### config.mk
export PLATFORM = sky130hd
export DESIGN_NAME = software_timer_table
export DESIGN_NICKNAME = d
export VERILOG_FILES = /design/src/rtl/stt_pkg.sv /design/src/rtl/software_timer_table.sv
export SDC_FILE = /design/constraint.sdc
export NUM_CORES = 2
export LEC_CHECK = 0
export BUFFER_PORTS_ARGS = -buffer_cell sky130_fd_sc_hd__buf_2
export CORE_ASPECT_RATIO = 0.6
export CORE_MARGIN = 1.5
export CORE_UTILIZATION = 35
export DETAILED_ROUTE_END_ITERATION = 8
export HOLD_SLACK_MARGIN = 0.06
export SLEW_MARGIN = 5
export SYNTH_ARGS = -nofsm -noshare
export SYNTH_HDL_FRONTEND = slang
export SYNTH_SLANG_ARGS = --single-unit
### constraint.sdc
create_clock -name clk -period 12.8 [get_ports clk]
set_clock_uncertainty 0.1 [all_clocks]
set_input_delay 1.28 -clock clk [delete_from_list [all_inputs] [get_ports clk]]
set_output_delay 1.28 -clock clk [all_outputs]
set_load 0.05 [all_outputs]
### src/rtl/stt_pkg.sv
// ----------------------------------------------------------------------------
// stt_pkg: shared definitions for the software timer table
// Request and result codes, sequencer states and default sizes.
// ----------------------------------------------------------------------------
package stt_pkg;

  localparam int SLOTS_DEF     = 16;
  localparam int TIME_BITS_DEF = 32;

  localparam int HANDLE_W = 32;
  localparam int VALUE_W  = 32;

  typedef enum logic [1:0] {
    REQ_ADD    = 2'd0,
    REQ_CANCEL = 2'd1,
    REQ_QUERY  = 2'd2,
    REQ_TICK   = 2'd3
  } req_t;

  typedef enum logic [2:0] {
    KIND_ADD    = 3'd0,
    KIND_CANCEL = 3'd1,
    KIND_QUERY  = 3'd2,
    KIND_FIRE   = 3'd3,
    KIND_DONE   = 3'd4
  } kind_t;

  typedef enum logic [2:0] {
    ST_IDLE,
    ST_FREE,
    ST_READ,
    ST_LOOK,
    ST_ADD,
    ST_CMP,
    ST_EMIT
  } state_t;

  // One result beat waiting to go to the output register.
  typedef struct packed {
    kind_t                kind;
    logic [HANDLE_W-1:0]  handle;
    logic                 status;
    logic                 live;
    logic                 last;
  } result_t;

endpackage

### src/rtl/software_timer_table.sv
// ----------------------------------------------------------------------------
// software_timer_table: table of one-shot and periodic software timers
// Add, cancel, query and tick requests over a small slot store, one slot
// visited per step by a shared adder and comparator.
// ----------------------------------------------------------------------------
// A request is one input beat; its answer is one output beat, except a tick,
// which gives one fire beat per expiring timer (in slot order) and then a
// tick-done beat with tlast high. The block takes one request at a time and
// drops s_tready until the last result beat has been loaded into the output
// register. Timing is set by a walk over the slots. An add steps over the used
// slots below the first free one, writes the timer there and loads the output;
// when the table is full it visits every slot. A cancel or query skips unused
// slots, reads and compares each used slot it visits, stops at the first match
// and then loads the output. A tick skips unused slots; for each used slot it
// does a memory read, a saturating add and a compare and subtract; each firing
// timer adds an output load, and tick-done is loaded last. The walk stalls
// while a result waits on a held output register (m_tvalid high, m_tready low).
// A tick while enable is low skips the walk and goes straight to the tick-done
// load. Slot occupancy bits are cleared by reset itself, so no clearing pass
// runs; the timer store's read data is only used for occupied slots.
module software_timer_table
  import stt_pkg::*;
#(
  parameter int SLOTS     = SLOTS_DEF,
  parameter int TIME_BITS = TIME_BITS_DEF
) (
  input  logic         clk,
  input  logic         rst,
  // Configuration: enable register.
  input  logic         cfg_we,
  input  logic         cfg_wdata,
  // Request stream.
  input  logic         s_tvalid,
  output logic         s_tready,
  // delay_value[31:0], repeat_req[32], count_frames[33],
  // target_handle[65:34], elapsed_us[97:66], zero fill [103:98]
  input  logic [103:0] s_tdata,
  // req_type[1:0]
  input  logic [1:0]   s_tuser,
  // Result stream.
  output logic         m_tvalid,
  input  logic         m_tready,
  // handle_out[31:0], status[32], live[33], zero fill [39:34]
  output logic [39:0]  m_tdata,
  // result_kind[2:0]
  output logic [2:0]   m_tuser,
  output logic         m_tlast
);

  localparam int IW = (SLOTS > 1) ? $clog2(SLOTS) : 1;
  localparam logic [IW-1:0] LAST_IDX = IW'(SLOTS - 1);
  // The adder is wide enough for either operand plus a carry.
  localparam int SW = ((TIME_BITS > VALUE_W) ? TIME_BITS : VALUE_W) + 1;
  localparam logic [SW-1:0] TMAX_W = {{(SW-TIME_BITS){1'b0}}, {TIME_BITS{1'b1}}};

  // Control state.
  state_t               state, state_next;
  logic [IW-1:0]        idx, idx_next;
  logic                 enable;
  logic [SLOTS-1:0]     used;
  logic [HANDLE_W-1:0]  next_handle;
  result_t              res, res_next;

  // Latched request fields.
  req_t                 req;
  logic [VALUE_W-1:0]   delay_in;
  logic                 rep_in;
  logic                 frm_in;
  logic [HANDLE_W-1:0]  target;
  logic [VALUE_W-1:0]   elapsed;

  // Timer store, read through registers at the walk index.
  logic [HANDLE_W-1:0]  handle_mem [SLOTS];
  logic [TIME_BITS-1:0] delay_mem  [SLOTS];
  logic [TIME_BITS-1:0] accum_mem  [SLOTS];
  logic                 rep_mem    [SLOTS];
  logic                 frm_mem    [SLOTS];
  logic [HANDLE_W-1:0]  handle_rd;
  logic [TIME_BITS-1:0] delay_rd;
  logic [TIME_BITS-1:0] accum_rd;
  logic                 rep_rd;
  logic                 frm_rd;

  // Shared arithmetic.
  logic [TIME_BITS-1:0] acc, acc_next;
  logic [SW-1:0]        sum_w;
  logic [SW-1:0]        dly_w;
  logic [TIME_BITS-1:0] dly_sat;
  logic                 fire;

  // Strobes from the sequencer.
  logic                 accept;
  logic                 add_we;
  logic                 acc_we;
  logic [TIME_BITS-1:0] acc_wdata;
  logic                 used_set;
  logic                 used_clr;
  logic                 load_out;
  logic                 step;
  logic [HANDLE_W-1:0]  nh_inc;

  assign s_tready = (state == ST_IDLE);
  assign accept   = s_tvalid && s_tready;

  // Saturating accumulate: one frame, or the elapsed microseconds.
  always_comb begin
    sum_w = SW'(accum_rd) + (frm_rd ? SW'(1) : SW'(elapsed));
    if (sum_w > TMAX_W) begin
      sum_w = TMAX_W;
    end
  end

  // A delay beyond the time width is kept as the largest time.
  always_comb begin
    dly_w   = SW'(delay_in);
    dly_sat = (dly_w > TMAX_W) ? TMAX_W[TIME_BITS-1:0] : dly_w[TIME_BITS-1:0];
  end

  assign fire   = (acc >= delay_rd);
  assign nh_inc = next_handle + HANDLE_W'(1);

  // Sequencer: next state, walk index, pending result and strobes.
  always_comb begin
    state_next = state;
    idx_next   = idx;
    res_next   = res;
    acc_next   = acc;
    add_we     = 1'b0;
    acc_we     = 1'b0;
    acc_wdata  = '0;
    used_set   = 1'b0;
    used_clr   = 1'b0;
    load_out   = 1'b0;
    step       = 1'b0;

    case (state)
      ST_IDLE: begin
        if (accept) begin
          idx_next = '0;
          case (req_t'(s_tuser))
            REQ_ADD:    state_next = ST_FREE;
            REQ_CANCEL: state_next = ST_READ;
            REQ_QUERY:  state_next = ST_READ;
            REQ_TICK: begin
              if (enable) begin
                state_next = ST_READ;
              end else begin
                res_next   = '{kind: KIND_DONE, handle: '0, status: 1'b0,
                               live: 1'b0, last: 1'b1};
                state_next = ST_EMIT;
              end
            end
            default: state_next = ST_IDLE;
          endcase
        end
      end

      ST_FREE: begin
        if (!used[idx]) begin
          add_we     = 1'b1;
          used_set   = 1'b1;
          res_next   = '{kind: KIND_ADD, handle: next_handle, status: 1'b0,
                         live: 1'b0, last: 1'b1};
          state_next = ST_EMIT;
        end else begin
          step = 1'b1;
        end
      end

      ST_READ: begin
        if (!used[idx]) begin
          step = 1'b1;
        end else if (req == REQ_TICK) begin
          state_next = ST_ADD;
        end else begin
          state_next = ST_LOOK;
        end
      end

      ST_LOOK: begin
        if (handle_rd == target) begin
          used_clr   = (req == REQ_CANCEL);
          res_next   = '{kind: (req == REQ_CANCEL) ? KIND_CANCEL : KIND_QUERY,
                         handle: target, status: 1'b0,
                         live: (req == REQ_QUERY), last: 1'b1};
          state_next = ST_EMIT;
        end else begin
          step = 1'b1;
        end
      end

      ST_ADD: begin
        acc_next   = sum_w[TIME_BITS-1:0];
        state_next = ST_CMP;
      end

      ST_CMP: begin
        acc_we = 1'b1;
        if (fire) begin
          acc_wdata  = frm_rd ? '0 : (acc - delay_rd);
          used_clr   = !rep_rd;
          res_next   = '{kind: KIND_FIRE, handle: handle_rd, status: 1'b0,
                         live: 1'b0, last: 1'b0};
          state_next = ST_EMIT;
        end else begin
          acc_wdata = acc;
          step      = 1'b1;
        end
      end

      ST_EMIT: begin
        if (!m_tvalid || m_tready) begin
          load_out = 1'b1;
          if (res.last) begin
            state_next = ST_IDLE;
          end else begin
            step = 1'b1;
          end
        end
      end

      default: state_next = ST_IDLE;
    endcase

    // Move to the next slot, or close the walk with the final answer.
    if (step) begin
      if (idx == LAST_IDX) begin
        case (req)
          REQ_ADD:    res_next = '{kind: KIND_ADD, handle: '0, status: 1'b1,
                                   live: 1'b0, last: 1'b1};
          REQ_CANCEL: res_next = '{kind: KIND_CANCEL, handle: target, status: 1'b0,
                                   live: 1'b0, last: 1'b1};
          REQ_QUERY:  res_next = '{kind: KIND_QUERY, handle: target, status: 1'b0,
                                   live: 1'b0, last: 1'b1};
          default:    res_next = '{kind: KIND_DONE, handle: '0, status: 1'b0,
                                   live: 1'b0, last: 1'b1};
        endcase
        state_next = ST_EMIT;
      end else begin
        idx_next   = idx + IW'(1);
        state_next = (req == REQ_ADD) ? ST_FREE : ST_READ;
      end
    end
  end

  always_ff @(posedge clk) begin
    if (rst) begin
      state       <= ST_IDLE;
      idx         <= '0;
      enable      <= 1'b0;
      used        <= '0;
      next_handle <= HANDLE_W'(1);
      m_tvalid    <= 1'b0;
    end else begin
      state <= state_next;
      idx   <= idx_next;
      if (cfg_we) begin
        enable <= cfg_wdata;
      end
      if (used_set) begin
        used[idx]   <= 1'b1;
        next_handle <= (nh_inc == '0) ? HANDLE_W'(1) : nh_inc;
      end else if (used_clr) begin
        used[idx] <= 1'b0;
      end
      if (load_out) begin
        m_tvalid <= 1'b1;
      end else if (m_tready) begin
        m_tvalid <= 1'b0;
      end
    end
  end

  // Payload registers.
  always_ff @(posedge clk) begin
    res <= res_next;
    acc <= acc_next;
    if (accept) begin
      req      <= req_t'(s_tuser);
      delay_in <= s_tdata[31:0];
      rep_in   <= s_tdata[32];
      frm_in   <= s_tdata[33];
      target   <= s_tdata[65:34];
      elapsed  <= s_tdata[97:66];
    end
    if (load_out) begin
      m_tuser <= res.kind;
      m_tdata <= {6'd0, res.live, res.status, res.handle};
      m_tlast <= res.last;
    end
  end

  // Timer store.
  always_ff @(posedge clk) begin
    if (add_we) begin
      handle_mem[idx] <= next_handle;
      delay_mem[idx]  <= dly_sat;
      rep_mem[idx]    <= rep_in;
      frm_mem[idx]    <= frm_in;
    end
    if (add_we || acc_we) begin
      accum_mem[idx] <= add_we ? '0 : acc_wdata;
    end
    handle_rd <= handle_mem[idx];
    delay_rd  <= delay_mem[idx];
    accum_rd  <= accum_mem[idx];
    rep_rd    <= rep_mem[idx];
    frm_rd    <= frm_mem[idx];
  end

endmodule
==> results.py <==
metrics = {
    "logic_synthesis": {
        "synth_edf_count": 1738,
        "yosysSeqAreaShare": 0.741,
        "asyncSetResetFlopFracSynth": 0,
        "yosysWarnings": 0,
        "synth_cell_types": 70,
        "netlist_area_um2": 75600,
        "netlist_instances": 3824,
        "avgSynthCellArea_um2": 19.8,
        "synth_ff_type": "edfxtp_1",
        "ys_ff_latch": 1931,
    },
    "flow_run": {
        "cap_viol_max_count": 0,
    },
    "die": {
        "initial_core_util": 0.354,
        "die_w_um": 603,
        "rows": 131,
        "fp.dieH_um": 363,
        "io-pin-count": 158,
        "coreArea_um2": 214000,
        "die_area_um2": 219000,
    },
    "clock_tree": {
        "clockRootBuffer": "clkbuf_16",
        "clock_latency_ns": 0.83,
        "cts_resized": 0,
        "hold_buffers": 0,
        "post_cts_buffers": 0,
        "clkTransAtPathRegs_ns": 0.07,
        "cts_buffers": 178,
        "cts_max_path_buffers": 4,
        "clkSinkCount": 1931,
        "htreeDepth": 4,
        "cts_tree": "yes",
    },
    "layout": {
        "fin_nets": 4203,
        "area_growth_pct": 13.3,
        "fillers": 18800,
        "instances_no_fill": 7017,
        "drive_gt1_frac": 0.247,
        "design_area_um2": 85700,
        "antenna_cells": 0,
    },
    "timing": {
        "timing.final.crit_share": 0.513,
        "rsz0062_at_grt": "false",
        "relSlewSlack": 0.112,
        "setup_viol": 0,
        "worst_pin_slew_ns": 1.33,
        "whs_ns": 0.337,
        "final_max_slew_viol_count": 0,
        "final_hold_viol_count": 0,
        "fin_tns_setup_ns": 0,
        "fin_crit_ns": 6.57,
        "max_freq_ghz": 0.152,
    },
    "power_and_ir_drop": {
        "clkPwrFrac": 0.315,
        "power.switching_mw": 4.88,
        "power.share.combinational": 0.212,
        "peakVddDrop_mv": 0.125,
        "switching_share": 0.289,
        "seq_power_share": 0.474,
        "intPower_mw": 12.0,
        "power_per_cell_area_nw_per_um2": 197,
        "leakage_nw": 26.5,
    },
    "critical_path": {
        "required_ns": 13.10,
        "arrival_ns": 6.87,
        "cp_cell_sequence": "buf_4 -> mux4_2 -> mux2i_1 -> mux2i_1 -> nor3_4 -> buf_4 -> nand3_1 -> inv_4 -> buf_4",
        "cpMaxStageDelayCell": "dfxtp_4",
        "critPathMaxFanout": 49,
        "start_kind": "register",
        "critPathCaptureType": "register",
        "critical_path_class": "reg -> reg",
        "crit_path_max_incr_delay_ns": 0.92,
        "cp_common_cell": "buf_4",
    },
    "grt": {
        "grt_antenna_before_repair": 12,
        "grt_pass1_vias": 37900,
        "gr-usage-all-layers": 0.171,
        "grt_max_degree": 122,
        "gr-total-overflow": 0,
        "grt_pass1_wl_mm": 273,
    },
    "route": {
        "route.detailed.wl_per_inst_um": 27.1,
        "vias": 38500,
        "drt_iter0_markers": 4609,
        "drtPass1Iterations": 6,
        "viasPerCell": 5.49,
        "routed_wl_mm": 190,
        "drc": 0,
        "ant_nets": 0,
    },
    "placement": {
        "place_hpwl_mm": 106,
        "placed_cell_area_um2": 80000,
        "port_buffers": 145,
        "place_inst": 6699,
        "routabilityCongestion": 0.841,
    },
    "status": {
        "status": "complete, no violations",
    },
    "worst_hold_path": {
        "hold_path.class": "reg -> reg",
    },
}
critical path: cells and delay by family (launching register included):
family,cells,cell delay [ns]
AND/OR/NAND/NOR,2,1.07
flip-flops,1,0.92
buffers and inverters,4,2.86
multiplexers,3,1.04
flip-flops by register name, indices dropped and copies added, names as in the netlist, 4 cells and up, named ones only:
name / cells
res: 38
idx: 4
rep_mem: 16
delay_mem: 512
delay_in: 32
handle_rd: 32
delay_rd: 32
frm_mem: 16
accum_mem: 512
acc: 32
target: 32
accum_rd: 32
elapsed: 32
next_handle: 32
handle_mem: 512
m_tdata: 34
final timing paths:
path	from	endpoint	slack (ns)	cells past startpoint
min	res[3]$_DFF_P_	m_tdata[0]$_DFFE_PP_	0.34	0
min reg2reg	res[3]$_DFF_P_	m_tdata[0]$_DFFE_PP_	0.34	0
max	idx[0]$_SDFF_PP0_	delay_mem[8][7]$_DFFE_PP_	6.23	9
max reg2reg	idx[0]$_SDFF_PP0_	delay_mem[8][7]$_DFFE_PP_	6.23	9
power by group through the flow:
stage / Clock (mW) / Combinational, mW / Sequential (mW)
3_5_place_dp: 0 / 3.56 / 8.14
5_1_grt: 5.66 / 3.87 / 8.06
3_3_place_gp: 0 / 3.51 / 8.13
6_report: 5.32 / 3.58 / 8.00
2_1_floorplan: 0 / 2.57 / 7.89
4_1_cts: 5.43 / 3.57 / 8.02
through the flow:
stage | util | power [mW] | setup slack, ns
finish | 0.401 | 16.9 | 6.23
global route | 0.401 | 17.6 | 5.84
CTS | 0.401 | 17.0 | 6.06
detailed placement | 0.374 | 11.7 | 6.09
global placement | 0.374 | 11.6 | 6.24
floorplan | - | 10.5 | 8.22
cells in the final DEF, fill, tap and decap left out, types with 36 or more instances in the layout:
| cell type | count |
|---|---|
| a21oi_1 | 81 |
| a22o_1 | 55 |
| buf_2 | 145 |
| buf_4 | 65 |
| clkbuf_1 | 49 |
| clkbuf_16 | 181 |
| dfxtp_1 | 188 |
| edfxtp_1 | 1738 |
| ha_1 | 69 |
| inv_1 | 72 |
| mux4_2 | 494 |
| nand2_1 | 109 |
| nand3_1 | 85 |
| nand4_1 | 36 |
| nor2_1 | 96 |
| nor2b_1 | 38 |
| o21ai_0 | 95 |
| xnor2_1 | 72 |
| xor2_1 | 40 |
Yosys cell counts, types with 23 or more instances:
library cell,number,area share
a21o_1,33,0.0033
a21oi_1,82,0.0054
a221oi_1,31,0.0036
a22o_1,55,0.0064
buf_1,40,0.0020
clkbuf_1,149,0.0074
dfxtp_1,193,0.051
edfxtp_1,1738,0.69
ha_1,69,0.011
inv_1,90,0.0045
mux4_2,494,0.15
nand2_1,109,0.0054
nand3_1,85,0.0056
nand4_1,36,0.0030
nor2_1,114,0.0057
nor2b_1,39,0.0032
nor3_1,23,0.0015
o21ai_0,95,0.0063
xnor2_1,72,0.0083
xor2_1,41,0.0047
metal layers:
| layer | wire, µm | vias up | GRT usage | share of wire |
|---|---|---|---|---|
| li1 | - | 16100 | - | - |
| met1 | 86600 | 20500 | 0.264 | 0.45 |
| met2 | 84700 | 1682 | 0.255 | 0.44 |
| met3 | 16200 | 228 | 0.0313 | 0.085 |
| met4 | 3010 | 0 | 0.0310 | 0.016 |
| met5 | 0 | - | 0 | 0 |
logic make-up (layout without fill, tap and decap cells):
family | Yosys count | in the layout | share of synthesized area
DFF | 1931 | 1931 | 0.741
xor gates and xnor gates | 113 | 113 | 0.0131
adders and majority gates | 71 | 71 | 0.0119
muxes | 505 | 505 | 0.149
AOI/OAI and AO/OA | 417 | 417 | 0.0376
buffers and inverters | 293 | 622 | 0.0150
other | 1 | 6 | 0.0000496
and+or+nand+nor | 493 | 493 | 0.0323
area by class of cell:
type	instances	area (µm²)	share of cell area
inverter	90	383	0.00447
clock inverter	70	761	0.00888
sequential	1931	56100	0.654
timing repair buffer	214	1290	0.0151
tap	2859	3580	0.0417
clock buffer	248	4960	0.0579
multi-input combinational	1605	18600	0.218
Power figures use the tool's default switching activity.
